### config.mk
export PLATFORM = sky130hd
export DESIGN_NAME = paired_read_overlap_search
export DESIGN_NICKNAME = d
export VERILOG_FILES = /design/src/hdl/pros_pkg.sv /design/src/hdl/pros_front.sv /design/src/hdl/pros_back.sv /design/src/hdl/paired_read_overlap_search.sv
export SDC_FILE = /design/constraint.sdc
export NUM_CORES = 2
export LEC_CHECK = 0
export ABC_AREA = 1
export BUFFER_PORTS_ARGS = -buffer_cell sky130_fd_sc_hd__buf_2
export CELL_PAD_IN_SITES_DETAIL_PLACEMENT = 0
export CELL_PAD_IN_SITES_GLOBAL_PLACEMENT = 1
export CORE_MARGIN = 3
export CORE_UTILIZATION = 54
export CTS_BUF_LIST = sky130_fd_sc_hd__clkbuf_4
export DETAILED_ROUTE_END_ITERATION = 8
export PLACE_DENSITY_LB_ADDON = 0.1
export SYNTH_ARGS = -nofsm -noshare
export SYNTH_HDL_FRONTEND = slang
export SYNTH_MEMORY_MAX_BITS = 65536
export SYNTH_SLANG_ARGS = --single-unit
### constraint.sdc
create_clock -name clk -period 61.3 [get_ports clk]
set_clock_uncertainty 0.05 [all_clocks]
set_input_delay 12.26 -clock clk [delete_from_list [all_inputs] [get_ports clk]]
set_output_delay 12.26 -clock clk [all_outputs]
set_load 0.02 [all_outputs]
### src/hdl/pros_pkg.sv
`timescale 1ns / 1ps
// shared types and constants for the paired read overlap search
// no dependencies

package pros_pkg;

  localparam int MaxLenDef = 256;
  localparam int WindowDef = 50;
  localparam int CfgIdxW = 2;
  localparam int QueueDepth = 4;

  localparam logic [CfgIdxW-1:0] CfgDiffLimit = 2'd0;
  localparam logic [CfgIdxW-1:0] CfgOverlapReq = 2'd1;
  localparam logic [CfgIdxW-1:0] CfgDiffFrac = 2'd2;

  typedef enum logic [2:0] {
    ST_IDLE,
    ST_SETUP,
    ST_COMPARE,
    ST_CHECK,
    ST_NEXT,
    ST_DONE
  } search_state_t;

  // one classified item handed from the front to the back
  typedef struct packed {
    logic       op;
    logic [7:0] base;
    logic       last;
  } item_t;

  function automatic logic [7:0] complement_base(input logic [7:0] b);
    logic [7:0] r;
    begin
      case (b)
        8'h41, 8'h61: r = 8'h54;
        8'h54, 8'h74: r = 8'h41;
        8'h43, 8'h63: r = 8'h47;
        8'h47, 8'h67: r = 8'h43;
        default:      r = 8'h4E;
      endcase
      return r;
    end
  endfunction

endpackage

### src/hdl/pros_front.sv
`timescale 1ns / 1ps
// front end: accepts base transactions into a short queue
// depends on pros_pkg

module pros_front
  import pros_pkg::*;
(
  input  logic  clk,
  input  logic  rst_n,
  input  logic  in_start,
  input  logic  in_op,
  input  logic  [7:0] in_base,
  input  logic  in_last,
  output logic  full,
  input  logic  pop,
  output logic  q_valid,
  output item_t q_item
);

  localparam int PtrW = $clog2(QueueDepth);

  item_t            mem [QueueDepth];
  logic [PtrW-1:0]  wr_r, rd_r;
  logic [PtrW:0]    cnt_r;
  logic             push;

  assign full    = (cnt_r == (PtrW+1)'(QueueDepth));
  assign q_valid = (cnt_r != '0);
  assign q_item  = mem[rd_r];
  assign push    = in_start && !full;

  always_ff @(posedge clk) begin
    if (push) begin
      mem[wr_r] <= '{op: in_op, base: in_base, last: in_last};
    end
  end

  always_ff @(posedge clk) begin
    if (!rst_n) begin
      wr_r  <= '0;
      rd_r  <= '0;
      cnt_r <= '0;
    end else begin
      if (push) wr_r <= wr_r + PtrW'(1);
      if (pop)  rd_r <= rd_r + PtrW'(1);
      cnt_r <= cnt_r + (PtrW+1)'(push) - (PtrW+1)'(pop);
    end
  end

endmodule

### src/hdl/pros_back.sv
`timescale 1ns / 1ps
// back end: read stores, shift search with mismatch counting, result register
// depends on pros_pkg

module pros_back
  import pros_pkg::*;
#(
  parameter int MaxLen = MaxLenDef,
  parameter int Window = WindowDef
) (
  input  logic        clk,
  input  logic        rst_n,
  input  logic        q_valid,
  input  item_t       q_item,
  output logic        pop,
  output logic        idle,
  input  logic [8:0]  diff_limit,
  input  logic [8:0]  overlap_require,
  input  logic [15:0] diff_fraction_q16,
  output logic        out_valid,
  output logic        out_overlapped,
  output logic signed [9:0] out_offset,
  output logic [8:0]  out_ovl_bases,
  output logic [8:0]  out_mismatches,
  output logic        out_too_long
);

  localparam int AW = $clog2(MaxLen);
  localparam int LW = AW + 1;
  localparam int WW = $clog2(Window + 1);

  logic [7:0] s1 [MaxLen];
  logic [7:0] s2 [MaxLen];
  logic [7:0] rd1_r, rd2_r;

  logic [LW-1:0] len1_r, len2_r, k_r, lim_r, ol_r, idx_r, n_r;
  logic          ovf_r, dir_r, cmp_v_r;
  logic [8:0]    d_r;
  logic [LW+15:0] prod_r;
  search_state_t st_r, st_nxt;

  logic [AW-1:0] a1, a2;
  logic [LW-1:0] ola, olb;
  logic          load;

  assign idle = (st_r == ST_IDLE) && !q_valid;
  assign load = (st_r == ST_IDLE) && q_valid;
  assign pop  = load;

  // overlap at the current shift
  always_comb begin
    ola = dir_r ? len2_r - k_r : len1_r - k_r;
    olb = dir_r ? len1_r : len2_r;
  end

  // s2 holds complemented bases, so rc2[i] = s2[len2-1-i]
  always_comb begin
    if (!dir_r) begin
      a1 = AW'(k_r + idx_r);
      a2 = AW'(len2_r - LW'(1) - idx_r);
    end else begin
      a1 = AW'(idx_r);
      a2 = AW'(len2_r - LW'(1) - k_r - idx_r);
    end
  end

  always_ff @(posedge clk) begin
    if (load && !q_item.op && len1_r < LW'(MaxLen)) s1[AW'(len1_r)] <= q_item.base;
    if (load && q_item.op && len2_r < LW'(MaxLen)) begin
      s2[AW'(len2_r)] <= complement_base(q_item.base);
    end
    rd1_r <= s1[a1];
    rd2_r <= s2[a2];
  end

  always_comb begin
    st_nxt = st_r;
    case (st_r)
      ST_IDLE:    if (load && q_item.op && q_item.last) st_nxt = ST_SETUP;
      ST_SETUP:   st_nxt = ST_NEXT;
      ST_NEXT:    st_nxt = ST_COMPARE;
      ST_COMPARE: if (idx_r == n_r && !cmp_v_r) st_nxt = ST_CHECK;
      ST_CHECK:   st_nxt = ST_NEXT;
      ST_DONE:    st_nxt = ST_IDLE;
      default:    st_nxt = ST_IDLE;
    endcase
  end

  logic [8:0] frac;
  logic [8:0] allowed;
  always_comb begin
    frac    = 9'(prod_r >> 16);
    allowed = (frac < diff_limit) ? frac : diff_limit;
  end

  always_ff @(posedge clk) begin
    if (!rst_n) begin
      st_r <= ST_IDLE; len1_r <= '0; len2_r <= '0; ovf_r <= 1'b0;
      out_valid <= 1'b0; cmp_v_r <= 1'b0; dir_r <= 1'b0;
    end else begin
      out_valid <= 1'b0;
      case (st_r)
        ST_IDLE: begin
          if (load) begin
            if (!q_item.op) begin
              if (len1_r < LW'(MaxLen)) len1_r <= len1_r + LW'(1);
              else ovf_r <= 1'b1;
            end else begin
              if (len2_r < LW'(MaxLen)) len2_r <= len2_r + LW'(1);
              else ovf_r <= 1'b1;
            end
          end
          st_r <= st_nxt;
        end
        ST_SETUP: begin
          dir_r <= 1'b0;
          k_r   <= '0;
          lim_r <= (10'(overlap_require) < 10'(len1_r)) ?
                   LW'(10'(len1_r) - 10'(overlap_require)) : '0;
          st_r  <= st_nxt;
        end
        ST_NEXT: begin
          if (k_r >= lim_r) begin
            if (!dir_r) begin
              dir_r <= 1'b1;
              k_r   <= '0;
              lim_r <= (10'(overlap_require) < 10'(len2_r)) ?
                       LW'(10'(len2_r) - 10'(overlap_require)) : '0;
            end else begin
              out_valid <= 1'b1; out_overlapped <= 1'b0; out_offset <= '0;
              out_ovl_bases <= '0; out_mismatches <= '0; out_too_long <= ovf_r;
              len1_r <= '0; len2_r <= '0; ovf_r <= 1'b0;
              st_r <= ST_IDLE;
            end
          end else begin
            ol_r   <= (ola < olb) ? ola : olb;
            n_r    <= (((ola < olb) ? ola : olb) < LW'(Window)) ?
                      ((ola < olb) ? ola : olb) : LW'(Window);
            prod_r <= (LW+16)'(((ola < olb) ? ola : olb)) * (LW+16)'(diff_fraction_q16);
            idx_r  <= '0; d_r <= '0; cmp_v_r <= 1'b0;
            st_r   <= st_nxt;
          end
        end
        ST_COMPARE: begin
          // memory reads are registered: compare the pair fetched last cycle
          if (cmp_v_r && rd1_r != rd2_r) d_r <= d_r + 9'd1;
          cmp_v_r <= (idx_r != n_r);
          if (idx_r != n_r) idx_r <= idx_r + LW'(1);
          st_r <= st_nxt;
        end
        ST_CHECK: begin
          if (d_r <= allowed) begin
            out_valid <= 1'b1; out_overlapped <= 1'b1;
            out_offset <= dir_r ? -$signed(10'(k_r)) : $signed(10'(k_r));
            out_ovl_bases <= 9'(ol_r); out_mismatches <= d_r; out_too_long <= ovf_r;
            len1_r <= '0; len2_r <= '0; ovf_r <= 1'b0;
            st_r <= ST_IDLE;
          end else begin
            k_r  <= k_r + LW'(1);
            st_r <= st_nxt;
          end
        end
        default: st_r <= ST_IDLE;
      endcase
    end
  end

endmodule

### src/hdl/paired_read_overlap_search.sv
`timescale 1ns / 1ps
// Paired read overlap search. Bases are queued at one per cycle (busy rises when the
// four-entry queue fills). A read-two base with in_last starts the shift search, which
// runs in the back end, forward then backward; bases keep queuing meanwhile until the
// queue fills. One result strobes on out_valid per pair; it cannot be stalled. Register
// writes are taken (cfg_ready) only while the back end is idle and the queue is empty.
// depends on pros_pkg, pros_front, pros_back

module paired_read_overlap_search
  import pros_pkg::*;
#(
  parameter int MaxLen = MaxLenDef,
  parameter int Window = WindowDef
) (
  input  logic        clk,
  input  logic        rst_n,
  input  logic        start,
  output logic        busy,
  input  logic        in_op,
  input  logic [7:0]  in_base,
  input  logic        in_last,
  input  logic        cfg_valid,
  output logic        cfg_ready,
  input  logic [CfgIdxW-1:0] cfg_index,
  input  logic [15:0] cfg_data,
  output logic        out_valid,
  output logic        out_overlapped,
  output logic signed [9:0] out_offset,
  output logic [8:0]  out_ovl_bases,
  output logic [8:0]  out_mismatches,
  output logic        out_too_long
);

  logic [8:0]  diff_limit_r, overlap_require_r;
  logic [15:0] diff_fraction_r;
  logic        full, pop, q_valid, idle;
  item_t       q_item;

  assign busy      = full;
  assign cfg_ready = idle;

  always_ff @(posedge clk) begin
    if (!rst_n) begin
      diff_limit_r      <= 9'd5;
      overlap_require_r <= 9'd30;
      diff_fraction_r   <= 16'd13107;
    end else if (cfg_valid && cfg_ready) begin
      case (cfg_index)
        CfgDiffLimit:  diff_limit_r      <= cfg_data[8:0];
        CfgOverlapReq: overlap_require_r <= cfg_data[8:0];
        CfgDiffFrac:   diff_fraction_r   <= cfg_data;
        default: ;
      endcase
    end
  end

  pros_front u_front (
    .clk, .rst_n, .in_start(start), .in_op, .in_base, .in_last,
    .full, .pop, .q_valid, .q_item
  );

  pros_back #(.MaxLen(MaxLen), .Window(Window)) u_back (
    .clk, .rst_n, .q_valid, .q_item, .pop, .idle,
    .diff_limit(diff_limit_r), .overlap_require(overlap_require_r),
    .diff_fraction_q16(diff_fraction_r),
    .out_valid, .out_overlapped, .out_offset, .out_ovl_bases,
    .out_mismatches, .out_too_long
  );

endmodule
==> results.md <==
Clocking:
- The number of buffers inserted during clock tree synthesis is 877.
- Clock-pin slew was measured on the worst setup and hold paths at 0.07 ns.
- TritonCTS built the clock tree.
- The source-to-sink clock delay at the later pin of the worst-skew pair is 1.60 ns.
- The number of hold buffers added after cts is 0.
- The maximum count of clock buffers along a single path is 4.
- The number of buffers added for setup after CTS is 0.
- The number of clock sinks is 3542.
- The cell at the root of the clock tree is sky130_fd_sc_hd__clkbuf_4.
- The post-CTS resize count is 0.
- The H-tree was split into 6 levels.

STA:
- Of the available clock period, the critical path in the final layout requires 0.246.
- The final count of negative-setup-slack endpoints is 0.
- The total count of hold-check failures in the final report is 0.
- For the pin with the worst max-slew slack, the measured transition is 1.27 ns.
- Setup repair after global routing left no endpoint under its margin.
- The worst relative slew slack is 0.148.
- The minimum clock period is 15.10 ns.
- The setup TNS after final layout is 0 ns.
- Across all hold checks on the routed design, the worst slack comes to 0.428 ns.
- The worst setup slack after layout is 46.20 ns.
- The final count of pins violating max slew was 0.
- The upper clock frequency limit is 66.2 MHz.

Detailed routing:
- The total detailed-routing wirelength is 424000 um.
- In the routed design, unresolved DRC markers number 0.
- The vias per cell is 5.82.
- The mean routed wirelength per cell is 23.8 um.
- The first TritonRoute pass finished after 6 iterations.
- The number of vias in the routed layout is 103719.
- The remaining antenna violation count is 0.
- The iteration-0 DRC count of the detailed router is 10166.

Worst setup path:
- The critical path's top delay family is simple AND/OR/NAND/NOR gates.
- Of all nets on the critical path, the largest fanout is 4.
- Data on the critical path is required at its endpoint by 48.99 ns.
- The type of origin of the critical path is a flip-flop.
- The worst reg2reg path endpoint is u_back.prod_r[22].
- The depth of the most critical reg-to-reg path is 33.
- The cell type of the slowest stage on the worst timing path is sky130_fd_sc_hd__nor3_1.
- Walking the worst path, the cells encountered are nor3_1 -> nand2_1 -> inv_1 -> buf_2.
- The data arrival time of the worst path is 2.79 ns.
- The buffering stage count on the worst path with inverters included is 2.
- In this design, the stage delay of the slowest critical-path cell is 0.40 ns.
- The startpoint of the most critical register-to-register path is u_back.len1_r[5].
- The category of the worst setup path capture point is an output port.
- The critical path crosses 4 cells after its start point.
- The worst setup path is of the reg -> out kind.
- Across all register-to-register paths, the minimum setup slack is 52.84 ns.

Global routing:
- The number of global-route vias before repair is 102789.
- The global routing stage identified its most utilized layer as met2.
- The first global-routing pass estimated 634000 um of wire.
- The met3 track demand over resource in global routing is 0.0540.
- Summed over all layers, the global routing overflow is 0.
- The total global-route track usage is 0.291.
- For this run, global-route usage on met1 was measured as 0.388.
- Entering global routing, the biggest net connects 189 pins.
- The global routing met2 resource utilization is 0.474.
- The initial antenna violation count came to 19.

Logic synthesis:
- The fraction of the yosys area taken by sequential cells is 0.697.
- The fraction of synthesis flops using an asynchronous set or reset pin is 0.
- Synthesis handed over a netlist of 13211 instances.
- The cell area that synthesis handed to floorplanning was 151000 sq um.
- The share of the synthesized area in the top cell type is 0.687.
- Averaged over all synthesized cells, the footprint is 11.5 sq um.
- The number of flops mapped to enable cells by yosys is 3461.
- Yosys printed 0 warnings.
- The biggest area contributor in the post-synthesis netlist is sky130_fd_sc_hd__edfxtp_1.
- The synthesis-stage register bit count is 3542.
- The most frequently used flop master after synthesis is sky130_fd_sc_hd__edfxtp_1.
- Counting distinct cell types in the post-synthesis netlist gives 57.
- In the post-synthesis netlist, the biggest area contributors are sky130_fd_sc_hd__edfxtp_1 (69%), sky130_fd_sc_hd__nor2_1 (7.5%), sky130_fd_sc_hd__o21ai_0 (5.4%).

Hold path:
- The number of cells traversed by the worst hold path is 2.
- The classification of the worst-slack hold path is reg -> reg.
- The worst hold endpoint is u_front.rd_r[1].
- The worst hold path begins at u_front.rd_r[1].

Floorplanning:
- The die outline area is 287000 sq um.
- The I/O pin count is 65.
- In this run the core area contains 193 standard-cell rows.
- The initial utilization of the core area, before any placement, comes to 0.545.
- The total core area is 278000 sq um.
- Measured along the y axis, the die boundary spans 535 um.
- The die is 535 um wide.

Layout:
- The layout filler cell count is 23196.
- Compared with the post-synthesis result, the final layout area differs by 9.06%.
- The summed area of non-filler cells in the final layout is 165000 sq um.
- The share of final-layout standard cells stronger than drive strength 1 is 0.114.
- The core utilization of the finished layout is 0.594.
- The final-stage net count is 13758.
- Excluding fillers, the count of instances in the completed layout stands at 17820.

Placed design:
- Routability-driven placement finished with a final weighted congestion of 0.872.
- The wire-length estimate of the detail-placed layout is 242000 um.
- Once placement finished, the instance area stood at 154000 sq um.
- Including well taps, the total number of placed cells is 16293.
- At the placement stage, the worst setup path has a slack of 46.44 ns.
- The count of buffers added on input and output ports is 64.

Power:
- The power density over the cells is 55.1 nW/um^2.
- After layout, the design draws a total of 9.09 mW.
- The worst IR drop on VDD is 0.0000871 V.
- For this design the static power due to leakage is 57.8 nW.

Job:
- The number of max-cap violations is 0.

Run status:
- The flow ran to the end, and the final reports show no timing, DRC or antenna violations.
==> cell usage after synthesis (3+ instances only) <==
cell / number
sky130_fd_sc_hd__ha_1: 148
sky130_fd_sc_hd__xnor2_1: 17
sky130_fd_sc_hd__o21ai_1: 193
sky130_fd_sc_hd__or2_2: 8
sky130_fd_sc_hd__buf_2: 312
sky130_fd_sc_hd__buf_6: 15
sky130_fd_sc_hd__inv_1: 428
sky130_fd_sc_hd__fa_1: 111
sky130_fd_sc_hd__buf_4: 18
sky130_fd_sc_hd__o21ai_0: 1647
sky130_fd_sc_hd__inv_2: 9
sky130_fd_sc_hd__clkinv_1: 3
sky130_fd_sc_hd__nor2_1: 3033
sky130_fd_sc_hd__o22ai_1: 481
sky130_fd_sc_hd__o211ai_1: 43
sky130_fd_sc_hd__a31oi_1: 3
sky130_fd_sc_hd__buf_1: 46
sky130_fd_sc_hd__nand3b_1: 3
sky130_fd_sc_hd__nor3_1: 35
sky130_fd_sc_hd__dfxtp_1: 81
sky130_fd_sc_hd__nor4_1: 8
sky130_fd_sc_hd__xor2_1: 45
sky130_fd_sc_hd__edfxtp_1: 3461
sky130_fd_sc_hd__clkbuf_1: 442
sky130_fd_sc_hd__o21a_1: 3
sky130_fd_sc_hd__o2111ai_1: 4
sky130_fd_sc_hd__nor3_2: 4
sky130_fd_sc_hd__a211oi_1: 20
sky130_fd_sc_hd__a21oi_1: 150
sky130_fd_sc_hd__o311ai_0: 3
sky130_fd_sc_hd__o32ai_1: 5
sky130_fd_sc_hd__nand4_1: 22
sky130_fd_sc_hd__o21ai_2: 5
sky130_fd_sc_hd__nor3b_1: 5
sky130_fd_sc_hd__nand2_1: 1477
sky130_fd_sc_hd__a21o_1: 5
sky130_fd_sc_hd__nand3_1: 888
sky130_fd_sc_hd__a32o_1: 4
==> cells in the final DEF (no fill, tap or decap), types with 16 or more instances in the layout <==
master	instances
sky130_fd_sc_hd__nand4_1	22
sky130_fd_sc_hd__o22ai_1	477
sky130_fd_sc_hd__inv_2	16
sky130_fd_sc_hd__inv_6	19
sky130_fd_sc_hd__clkinv_2	43
sky130_fd_sc_hd__inv_8	20
sky130_fd_sc_hd__o211ai_1	43
sky130_fd_sc_hd__nor3_1	34
sky130_fd_sc_hd__nand3_1	884
sky130_fd_sc_hd__a21oi_1	149
sky130_fd_sc_hd__fa_1	111
sky130_fd_sc_hd__xor2_1	45
sky130_fd_sc_hd__nor2_1	3031
sky130_fd_sc_hd__clkinv_1	202
sky130_fd_sc_hd__xnor2_1	17
sky130_fd_sc_hd__o21ai_1	192
sky130_fd_sc_hd__nand2_1	1474
sky130_fd_sc_hd__inv_1	407
sky130_fd_sc_hd__edfxtp_1	3461
sky130_fd_sc_hd__buf_2	64
sky130_fd_sc_hd__buf_4	134
sky130_fd_sc_hd__o21ai_0	1643
sky130_fd_sc_hd__dfxtp_1	80
sky130_fd_sc_hd__a211oi_1	20
sky130_fd_sc_hd__clkbuf_4	1227
sky130_fd_sc_hd__ha_1	148
==> state kept, by name (all words and copies together) (netlist names), 10 cells and up, named ones only <==
signal	count
u_front.mem	40
u_back.s2	1280
u_back.out_offset	10
u_back.s1	2048
diff_fraction_r	16
==> kinds of logic (layout without fill, tap and decap cells) <==
logic type               count (synthesis)  after routing  synth area share
AND/OR/NAND/NOR                       5492           5492             0.145
flip-flops                            3542           3542             0.697
AO/OA/AOI/OAI                         2581           2581            0.0916
buffers and inverters                 1274           2171            0.0355
adder cells (fa/ha/maj)                259            259            0.0269
XOR/XNOR                                62             62           0.00359
other                                    1              8         0.0000248
==> worst max-delay path by stage <==
stage / startpoint / to / slack [ns]
floorplan: flip-flop / u_back.s2[0][2] / 10.89
global placement: rst_n / u_back.d_r[5] / 46.64
detailed placement: rst_n / u_back.d_r[5] / 46.44
CTS: u_front.cnt_r[1] / cfg_ready / 45.99
global route: u_front.cnt_r[1] / cfg_ready / 45.96
finish: u_front.cnt_r[1] / cfg_ready / 46.20
==> report_power, final <==
| part | switching [mW] | internal, mW |
|---|---|---|
| registers | 0.0247 | 3.02 |
| clock network | 0.964 | 0.961 |
| logic | 3.04 | 1.08 |
==> worst register-to-register path: cells and delay by family (launching register included) <==
kind	cells	cell delay [ns]
AOI/OAI and AO/OA	9	1.79
DFF	1	0.53
and+or+nand+nor	6	1.44
buffers and inverters	9	1.15
adders and majority gates	7	2.80
xor gates and xnor gates	2	0.42
==> cell type report <==
cell class / instances / area (sq um) / area share
tap: 3705 / 4640 / 0.0281
clock buffer: 1227 / 9210 / 0.0558
antenna: 5 / 12.5 / 0.0000758
sequential: 3542 / 106000 / 0.639
multi-input combinational: 8397 / 40700 / 0.246
timing repair buffer: 209 / 1550 / 0.00937
clock inverter: 295 / 1700 / 0.0103
inverter: 440 / 1740 / 0.0105
==> routing by layer <==
metal,part of all wire,up-vias
li1,-,47858
met2,0.48,4197
met5,0.00022,-
met3,0.077,816
met4,0.040,14
met1,0.40,50834
(Power assumes the default switching activity.)
